### src/design/tfr_pkg.sv
`timescale 1ns / 1ps
package tfr_pkg;

    // ring geometry
    localparam int SLOT_COUNT      = 16;
    localparam int MAX_FRAME_BYTES = 32;

    localparam int SLOT_W    = $clog2(SLOT_COUNT);          // ring slot index
    localparam int CNT_W     = $clog2(SLOT_COUNT + 1);      // 0..SLOT_COUNT
    localparam int PHYS_W    = $clog2(SLOT_COUNT + 1);      // one spare buffer
    localparam int BIDX_W    = $clog2(MAX_FRAME_BYTES);     // byte within buffer
    localparam int PAY_DEPTH = (SLOT_COUNT + 1) * MAX_FRAME_BYTES;
    localparam int PAY_AW    = $clog2(PAY_DEPTH);

    // fixed field widths
    localparam int OP_W   = 3;
    localparam int LEN_W  = 6;
    localparam int TS_W   = 64;
    localparam int IDX_W  = 4;
    localparam int BYTE_W = 8;
    localparam int PCNT_W = 64;

    // configuration port
    localparam int CFG_IW = 1;
    localparam int CFG_DW = 6;
    localparam logic [CFG_IW-1:0] CFG_RING_CAPACITY    = 1'd0;
    localparam logic [CFG_IW-1:0] CFG_FRAME_SIZE_LIMIT = 1'd1;
    localparam int CAP_RST   = 16;
    localparam int LIMIT_RST = 32;

    // command queue
    localparam int Q_DEPTH = 2;
    localparam int Q_AW    = $clog2(Q_DEPTH);
    localparam int Q_CW    = $clog2(Q_DEPTH + 1);

    // opcodes
    localparam logic [OP_W-1:0] OP_PUSH_BYTE  = 3'd0;
    localparam logic [OP_W-1:0] OP_PUSH_EMPTY = 3'd1;
    localparam logic [OP_W-1:0] OP_READ_OLD   = 3'd2;
    localparam logic [OP_W-1:0] OP_READ_NEW   = 3'd3;
    localparam logic [OP_W-1:0] OP_POP        = 3'd4;
    localparam logic [OP_W-1:0] OP_CLEAR      = 3'd5;

    typedef enum logic [2:0] {
        K_PUSH_BYTE,
        K_PUSH_EMPTY,
        K_READ_OLD,
        K_READ_NEW,
        K_POP,
        K_CLEAR,
        K_NOP
    } kind_t;

    typedef enum logic [1:0] {
        BK_IDLE,
        BK_LEN,
        BK_STREAM
    } bk_state_t;

    typedef struct packed {
        logic [OP_W-1:0]        opcode;
        logic [BYTE_W-1:0]      in_byte;
        logic                   frame_last;
        logic signed [TS_W-1:0] in_timestamp;
        logic [IDX_W-1:0]       slot_index;
        logic [LEN_W-1:0]       read_limit;
    } in_t;

    typedef struct packed {
        logic                   status;
        logic [LEN_W-1:0]       frame_length;
        logic signed [TS_W-1:0] out_timestamp;
        logic [BYTE_W-1:0]      out_byte;
        logic                   byte_valid;
        logic                   result_last;
        logic [CNT_W-1:0]       frames_held;
        logic [PCNT_W-1:0]      pushes_total;
    } out_t;

    typedef struct packed {
        kind_t                  kind;
        logic [BYTE_W-1:0]      data_byte;
        logic                   last;
        logic signed [TS_W-1:0] stamp;
        logic [IDX_W-1:0]       idx;
        logic [LEN_W-1:0]       rlim;
    } cmd_t;

endpackage

### src/design/tfr_front.sv
`timescale 1ns / 1ps
module tfr_front (
    input  logic          s_valid,
    output logic          s_ready,
    input  tfr_pkg::in_t  s_data,
    input  logic          q_full,
    output logic          q_push,
    output tfr_pkg::cmd_t q_cmd
);
    import tfr_pkg::*;

    assign s_ready = !q_full;
    assign q_push  = s_valid && !q_full;

    always_comb begin
        q_cmd.data_byte = s_data.in_byte;
        q_cmd.last      = s_data.frame_last;
        q_cmd.stamp     = s_data.in_timestamp;
        q_cmd.idx       = s_data.slot_index;
        q_cmd.rlim      = s_data.read_limit;
        unique case (s_data.opcode)
            OP_PUSH_BYTE:  q_cmd.kind = K_PUSH_BYTE;
            OP_PUSH_EMPTY: q_cmd.kind = K_PUSH_EMPTY;
            OP_READ_OLD:   q_cmd.kind = K_READ_OLD;
            OP_READ_NEW:   q_cmd.kind = K_READ_NEW;
            OP_POP:        q_cmd.kind = K_POP;
            OP_CLEAR:      q_cmd.kind = K_CLEAR;
            default:       q_cmd.kind = K_NOP;
        endcase
        // pop always addresses the oldest frame
        if (s_data.opcode == OP_POP) begin
            q_cmd.idx = '0;
        end
    end

endmodule

### config.mk
export PLATFORM = sky130hd
export DESIGN_NAME = tfr_front
export DESIGN_NICKNAME = d
export VERILOG_FILES = /design/src/design/tfr_pkg.sv /design/src/design/tfr_front.sv
export SDC_FILE = /design/constraint.sdc
export NUM_CORES = 1
export LEC_CHECK = 0
export ABC_AREA = 1
export BUFFER_PORTS_ARGS = -buffer_cell sky130_fd_sc_hd__buf_2
export CAP_MARGIN = 30
export CORE_AREA = 2 2 69 71
export DETAILED_ROUTE_END_ITERATION = 12
export DIE_AREA = 0 0 71 73
export SLEW_MARGIN = 20
export SYNTH_ARGS = -nofsm -noshare
export SYNTH_HDL_FRONTEND = slang
export SYNTH_SLANG_ARGS = --single-unit
### constraint.sdc
create_clock -name vclk -period 0.8
set_input_delay 0.04 -clock vclk [all_inputs]
set_output_delay 0.04 -clock vclk [all_outputs]
set_load 0.03 [all_outputs]
==> run metrics <==
Critical Path Sink Type=output port; Initial DRC Count=3; largest net degree at the start of global routing=7; Post-CTS Hold Buffers=0; ant diodes=0; post-CTS setup buffers=0; cell area after synthesis=661 sq um; first-pass GRT wire length=1.37 mm; Hold WC Path Type=input port to output port; critical path class=input port to output port; seq_cells=0; Data required, critical path=0.76 ns; max_cap viols=0; via/cell ratio=3.06; port bufs=18; drt pass-1 iters=2; leakage=0.118 nW; share of cells above drive strength 1=61.3%; fin. max-slew vios=0; via count=260; Seq. cell area=0 sq um; CP Max Fanout=4; uppermost layer routed=met4; all-layer global routing usage=3.51%; die footprint=0.00518 sq mm; GP Congestion=0.704; syn_nets=182; most common cell after layout, fill and taps aside=buf_2; Post-Route WL=1.18 mm; Avg Cell Area, Syn=7.03 sq um; FILL cells=522; vias in the first global route=253; Clk network pwr share=0%; Core Region=0.00454 sq mm; max frequency=1590 MHz; post-cts resize count=0; Setup-failing EPs final=0; hpwl dp=986 um; CP Launch Type=input port; starting density of the core=14.6%; footprint of the multi-input gates=37.5 sq um; Setup TNS=0 ns; CP arrival=0.59 ns; drt drc=0; slew margin rel.=88.2%; most frequent cells in the layout=18 x buf_2, 6 x inv_1, 4 x a21oi_1; RSZ-0062 raised after global routing=no; initial antenna violation count=0; P_int=42.1 uW; Power Density=594 mW/mm^2; Avg WL per Cell=13.9 um; clock buf count=0; count of cell types in the netlist=7; met1 WL=96 um; Final Cycle Share=78.8%; post-synthesis sequential area ratio=0%; post-layout min period=0.630 ns; Core Rows=25; die width=71 um; Max IR drop VDD=0.0000927 V; grt ovf=0; Comb pwr share=100.0%; NetSw=87.3 uW; area grow syn2layout=-67.0%; Die Y=73 um; Final Hold Vio Count=0; sw frac=67.5%; WL met2=323 um; worst hold slack=0.0800 ns; # IOs=176; status=completed; power share of the sequential group=0%; Nets=121; worst-margin pin slew=0.179 ns; yosys warns=0; Detail Route Antenna Nets=0; Syn Inst Count=94; met3 WL post-DR=353 um
[worst max-delay path, cell delays in order]
cell     delay [ns]
buf_2          0.11
nor2_2         0.16
a21oi_1        0.10
buf_2          0.18
[logic make-up (layout without fill, tap and decap cells)]
group,count (synthesis),after routing,share of synthesized area (%)
AND/OR/NAND/NOR,2,2,1.52
buffers and inverters,87,24,94.3
AO/OA/AOI/OAI,5,5,4.17
[metrics by stage]
step	total power, mW	utilization (%)	setup slack, ns	cell area [sq um]	std cells
after global routing	0.138	4.80	0.127	218	85
after CTS	0.132	4.80	0.161	218	85
after detailed placement	0.131	4.80	0.164	218	85
final	0.129	4.80	0.170	218	85
after global placement	0.130	4.80	0.183	218	85
after floorplan	0.818	-	0.00104	661	94
[worst paths after layout]
kind  startpoint         to  slack [ns]  cells past startpoint
min   s_data[14]  q_cmd[14]        0.08                      0
max   s_data[84]   q_cmd[8]        0.17                      4
[Yosys cell counts]
cell type | number | area, sq um
buf_4 | 79 | 593
inv_1 | 6 | 22.5
a21oi_1 | 4 | 20.0
clkbuf_1 | 2 | 7.51
a21boi_0 | 1 | 7.51
nor2_1 | 1 | 3.75
nor2_2 | 1 | 6.26
[layer usage]
layer | global-route usage (%) | up-vias
met5 | 0 | -
met4 | 12.2 | 0
met3 | 3.18 | 66
met2 | 3.53 | 46
met1 | 0.576 | 74
li1 | - | 74
[layout make-up]
class                      instances  share of cell area [%]
inverter                           6                    10.3
multi-input combinational          7                    17.2
tap                               54                    31.0
timing repair buffer              18                    41.4
[power by group through the flow]
stage / logic, mW / clock network [mW] / registers (mW)
after global placement: 0.130 / 0 / 0
after floorplan: 0.818 / 0 / 0
after detailed placement: 0.131 / 0 / 0
after CTS: 0.132 / 0 / 0
after global routing: 0.138 / 0 / 0
final: 0.129 / 0 / 0
(Power assumes the default switching activity.)
