[config.mk]
export PLATFORM = sky130hd
export DESIGN_NAME = tfr_queue
export DESIGN_NICKNAME = d
export VERILOG_FILES = /design/src/design/tfr_pkg.sv /design/src/design/tfr_queue.sv
export SDC_FILE = /design/constraint.sdc
export NUM_CORES = 1
export LEC_CHECK = 0
export ABC_AREA = 1
export BUFFER_PORTS_ARGS = -buffer_cell sky130_fd_sc_hd__clkbuf_2
export CORE_ASPECT_RATIO = 1.25
export CORE_MARGIN = 10
export CORE_UTILIZATION = 40
export CTS_CLUSTER_SIZE = 8
export DETAILED_ROUTE_END_ITERATION = 10
export HOLD_SLACK_MARGIN = 0.15
export PLACE_DENSITY = 0.69
export SYNTH_ARGS = -nofsm -noshare
export SYNTH_HDL_FRONTEND = slang
export SYNTH_SLANG_ARGS = --single-unit
[constraint.sdc]
create_clock -name aclk -period 14.18 [get_ports aclk]
set_input_delay 2.836 -clock aclk [delete_from_list [all_inputs] [get_ports aclk]]
set_output_delay 2.836 -clock aclk [all_outputs]
set_load 0.02 [all_outputs]
[src/design/tfr_pkg.sv]
`timescale 1ns / 1ps
package tfr_pkg;

    // ring geometry
    localparam int SLOT_COUNT      = 16;
    localparam int MAX_FRAME_BYTES = 32;

    localparam int SLOT_W    = $clog2(SLOT_COUNT);          // ring slot index
    localparam int CNT_W     = $clog2(SLOT_COUNT + 1);      // 0..SLOT_COUNT
    localparam int PHYS_W    = $clog2(SLOT_COUNT + 1);      // one spare buffer
    localparam int BIDX_W    = $clog2(MAX_FRAME_BYTES);     // byte within buffer
    localparam int PAY_DEPTH = (SLOT_COUNT + 1) * MAX_FRAME_BYTES;
    localparam int PAY_AW    = $clog2(PAY_DEPTH);

    // fixed field widths
    localparam int OP_W   = 3;
    localparam int LEN_W  = 6;
    localparam int TS_W   = 64;
    localparam int IDX_W  = 4;
    localparam int BYTE_W = 8;
    localparam int PCNT_W = 64;

    // configuration port
    localparam int CFG_IW = 1;
    localparam int CFG_DW = 6;
    localparam logic [CFG_IW-1:0] CFG_RING_CAPACITY    = 1'd0;
    localparam logic [CFG_IW-1:0] CFG_FRAME_SIZE_LIMIT = 1'd1;
    localparam int CAP_RST   = 16;
    localparam int LIMIT_RST = 32;

    // command queue
    localparam int Q_DEPTH = 2;
    localparam int Q_AW    = $clog2(Q_DEPTH);
    localparam int Q_CW    = $clog2(Q_DEPTH + 1);

    // opcodes
    localparam logic [OP_W-1:0] OP_PUSH_BYTE  = 3'd0;
    localparam logic [OP_W-1:0] OP_PUSH_EMPTY = 3'd1;
    localparam logic [OP_W-1:0] OP_READ_OLD   = 3'd2;
    localparam logic [OP_W-1:0] OP_READ_NEW   = 3'd3;
    localparam logic [OP_W-1:0] OP_POP        = 3'd4;
    localparam logic [OP_W-1:0] OP_CLEAR      = 3'd5;

    typedef enum logic [2:0] {
        K_PUSH_BYTE,
        K_PUSH_EMPTY,
        K_READ_OLD,
        K_READ_NEW,
        K_POP,
        K_CLEAR,
        K_NOP
    } kind_t;

    typedef enum logic [1:0] {
        BK_IDLE,
        BK_LEN,
        BK_STREAM
    } bk_state_t;

    typedef struct packed {
        logic [OP_W-1:0]        opcode;
        logic [BYTE_W-1:0]      in_byte;
        logic                   frame_last;
        logic signed [TS_W-1:0] in_timestamp;
        logic [IDX_W-1:0]       slot_index;
        logic [LEN_W-1:0]       read_limit;
    } in_t;

    typedef struct packed {
        logic                   status;
        logic [LEN_W-1:0]       frame_length;
        logic signed [TS_W-1:0] out_timestamp;
        logic [BYTE_W-1:0]      out_byte;
        logic                   byte_valid;
        logic                   result_last;
        logic [CNT_W-1:0]       frames_held;
        logic [PCNT_W-1:0]      pushes_total;
    } out_t;

    typedef struct packed {
        kind_t                  kind;
        logic [BYTE_W-1:0]      data_byte;
        logic                   last;
        logic signed [TS_W-1:0] stamp;
        logic [IDX_W-1:0]       idx;
        logic [LEN_W-1:0]       rlim;
    } cmd_t;

endpackage

[src/design/tfr_queue.sv]
`timescale 1ns / 1ps
module tfr_queue (
    input  logic          aclk,
    input  logic          aresetn,
    input  logic          push,
    input  tfr_pkg::cmd_t cmd_in,
    output logic          full,
    input  logic          pop,
    output logic          q_valid,
    output tfr_pkg::cmd_t cmd_out
);
    import tfr_pkg::*;

    cmd_t            ent_reg [Q_DEPTH];
    logic [Q_AW-1:0] wp_reg, wp_next;
    logic [Q_AW-1:0] rp_reg, rp_next;
    logic [Q_CW-1:0] cnt_reg, cnt_next;

    assign full    = (cnt_reg == Q_CW'(Q_DEPTH));
    assign q_valid = (cnt_reg != '0);
    assign cmd_out = ent_reg[rp_reg];

    always_comb begin
        wp_next  = wp_reg;
        rp_next  = rp_reg;
        cnt_next = cnt_reg;
        if (push) begin
            wp_next = (wp_reg == Q_AW'(Q_DEPTH - 1)) ? '0 : wp_reg + 1'b1;
        end
        if (pop) begin
            rp_next = (rp_reg == Q_AW'(Q_DEPTH - 1)) ? '0 : rp_reg + 1'b1;
        end
        if (push && !pop) begin
            cnt_next = cnt_reg + 1'b1;
        end else if (pop && !push) begin
            cnt_next = cnt_reg - 1'b1;
        end
    end

    always_ff @(posedge aclk) begin
        if (!aresetn) begin
            wp_reg  <= '0;
            rp_reg  <= '0;
            cnt_reg <= '0;
        end else begin
            wp_reg  <= wp_next;
            rp_reg  <= rp_next;
            cnt_reg <= cnt_next;
        end
    end

    always_ff @(posedge aclk) begin
        if (push) begin
            ent_reg[wp_reg] <= cmd_in;
        end
    end

endmodule

==> flow_metrics.env <==
export IMPL_vias=3309
export IMPL_synth_top_area_share=0.778
export IMPL_cts_resized=0
export IMPL_syn_area_per_cell_um2=21.9
export IMPL_io_buffers=177
export IMPL_finalCriticalPeriod_ns=5.32
export IMPL_drv_cap=0
export IMPL_max_vdd_ir_drop_v=0.0000951
export IMPL_n_fill_cell=1369
export IMPL_gp_congestion=0.722
export IMPL_io_pins=178
export IMPL_yosysSeqAreaShare=0.793
export IMPL_seqCellArea_um2=5270
export IMPL_num_rows=52
export IMPL_hold_viol=0
export IMPL_synthAdderAreaFrac=0.00189
export IMPL_die_area_um2=22200
export IMPL_viasPerCell=4.61
export IMPL_fmax_mhz=188
export IMPL_crit_chain="buf_4 > mux2_2 > clkbuf_2"
export IMPL_start_util=0.408
export IMPL_grt_pass1_wl_um=19700
export IMPL_arrival_ns=2.48
export IMPL_slowest_stage="dfxtp_4"
export IMPL_clkTransAtPathRegs_ns=0.06
export IMPL_crit_cells=3
export IMPL_rsz0062_at_grt="no"
export IMPL_htree_levels=4
export IMPL_leakage_nw=3.27
export IMPL_cts_buffers_inserted=17
export IMPL_yosys_area_top_type="edfxtp_1"
export IMPL_die_w_um=135
export IMPL_synth_compound_area_frac=0.00151
export IMPL_antenna_found_initial=0
export IMPL_ys_ff_latch=177
export IMPL_synth_distinct_cells=16
export IMPL_critPathBufInv=2
export IMPL_regToRegStartpoint="wp_reg$_SDFFE_PN0P_"
export IMPL_status="completed"
export IMPL_power_per_cell_area_nw_per_um2=148
export IMPL_min_path_cells=2
export IMPL_yosysWarnings=0
export IMPL_required_ns=11.34
export IMPL_slew_headroom=0.247
export IMPL_final_period_utilization=0.375
export IMPL_hp_start="rp_reg$_SDFFE_PN0P_"
export IMPL_skew_ns=0.00465
export IMPL_drive_above_1_share=0.584
export IMPL_critPathKind="reg2out"
export IMPL_cp_max_fo=47
export IMPL_core_um2=16300
export IMPL_syn_area_um2=6640
export IMPL_setup_viol_count_final=0
export IMPL_setup_tns_ns=0
export IMPL_clock_latency_ns=0.41
export IMPL_synth_top_family_by_area="multiplexers"
export IMPL_synthMuxAreaShare=0.169
export IMPL_grt_ovfl_total=0
export IMPL_die_h_um=164
export IMPL_multi_input_area_um2=1220
export IMPL_tightest_slew_ns=1.13
export IMPL_reg2reg_to="ent_reg[0][32]$_DFFE_PP_"
export IMPL_cts_sinks=177
export IMPL_drtIter0Drc=161
export IMPL_yosys_area_share_simple=0.0113
export IMPL_clockBufferDepth=2
export IMPL_reg2regPathDepth=2
export IMPL_place_ws_ns=9.24
export IMPL_startpoint_type="register"
export IMPL_synthTopCellsByArea="edfxtp_1, mux2_4, mux2_2"
export IMPL_cts_setup_buffers=0
export IMPL_syn_to_final_growth_pct=25.3
export IMPL_whs_ns=0.508
export IMPL_n_antenna_cell=0
export IMPL_wl_um=12900
export IMPL_avgRoutedWirePerCell_um=18.0
export IMPL_cts_root_buf="clkbuf_16"
export IMPL_synthCells=303
export IMPL_syn_nets=394
export IMPL_cts_hold_buf=0
export IMPL_firstDrtPassIters=4
export IMPL_dp_hpwl_um=9210
export IMPL_worstSetupEndpoint="cmd_out[85]"
export IMPL_cts_tree="done"
export IMPL_antenna_left=0
export IMPL_synth_xor_area_frac=0
export IMPL_rrSetupSlack_ns=11.99
export IMPL_fin_nets=582
export IMPL_cp_end_kind="primary output"
export IMPL_finalMaxSlewViolations=0
export IMPL_min_path_type="reg2reg"
export IMPL_grt_usage=0.117
export IMPL_path_delay_family="buffers and inverters"
export IMPL_timing_final_ws_setup_ns=8.86
export IMPL_drc_errors=0
export IMPL_largest_reg_flops=172
export IMPL_grt_max_degree=87
export IMPL_grt_pass1_vias=3778
export IMPL_max_stage_delay_ns=0.74
[metrics by stage]
step / std cells / power [W] / util / area, µm²
finish: 718 / 0.00123 / 0.511 / 8320
global route: 718 / 0.00128 / 0.511 / 8320
CTS: 718 / 0.00124 / 0.511 / 8320
detailed placement: 688 / 0.000757 / 0.473 / 7700
global placement: 688 / 0.000752 / 0.473 / 7700
floorplan: 303 / 0.000711 / - / 6640
[routing by layer]
metal  wire length (µm)  vias to the layer above  track usage
li1                   -                     1558            -
met2               6690                      119        0.197
met1               4920                     1620        0.122
met3               1170                       12       0.0593
met4                167                        0       0.0466
met5                  0                        -            0
[worst register-to-register path, cell delays in order, from the launching register on]
cell     delay (ns)
dfxtp_1        0.35
nor2_4         0.68
buf_4          0.77
[layout by cell type (no fill, tap or decap)]
cell,netlist,routed
a21oi_1,1,1
buf_4,0,2
bufinv_16,0,5
clkbuf_1,0,1
clkbuf_16,0,17
clkbuf_2,0,177
clkinv_1,0,4
clkinv_4,0,3
dfxtp_1,5,4
dfxtp_4,0,1
edfxtp_1,172,172
ha_1,1,1
inv_1,8,7
inv_4,0,1
mux2_2,46,46
mux2_4,40,40
nand2_1,9,9
nand3_1,1,1
nand4_1,1,1
nor2_1,8,7
nor2_4,0,1
o21ai_0,1,1
[report_power, final]
group / total [W] / internal [W] / switching [W]
registers: 0.000616 / 0.000606 / 0.0000103
logic: 0.000126 / 0.0000530 / 0.0000734
clock network: 0.000487 / 0.000309 / 0.000178
[final cells by class]
| type | count | share of cell area |
|---|---|---|
| sequential | 177 | 0.634 |
| multi-input combinational | 108 | 0.147 |
| timing repair buffer | 179 | 0.108 |
| clock buffer | 18 | 0.0516 |
| tap | 216 | 0.0325 |
| clock inverter | 12 | 0.0230 |
| inverter | 8 | 0.00391 |
[logic make-up after synthesis]
| logic type | after synthesis |
|---|---|
| compound gates | 2 |
| mux | 86 |
| simple gates | 19 |
| buf+inv | 18 |
| flops | 177 |
| fa+ha+maj | 1 |
[synth_stat cells]
cell type / count
buf_12: 4
buf_6: 1
o21ai_0: 1
ha_1: 1
mux2_4: 40
a21oi_1: 1
nand3_1: 1
nand4_1: 1
inv_1: 8
dfxtp_1: 5
nor2_1: 8
buf_2: 4
edfxtp_1: 172
buf_8: 1
mux2_2: 46
nand2_1: 9
[worst min path at each step]
stage / to / slack, ns
floorplan: register / 0.46
finish: rp_reg$_SDFFE_PN0P_ / 0.51
global placement: rp_reg$_SDFFE_PN0P_ / 0.48
global route: register / 0.54
detailed placement: register / 0.50
CTS: register / 0.51
(Power assumes the default switching activity.)
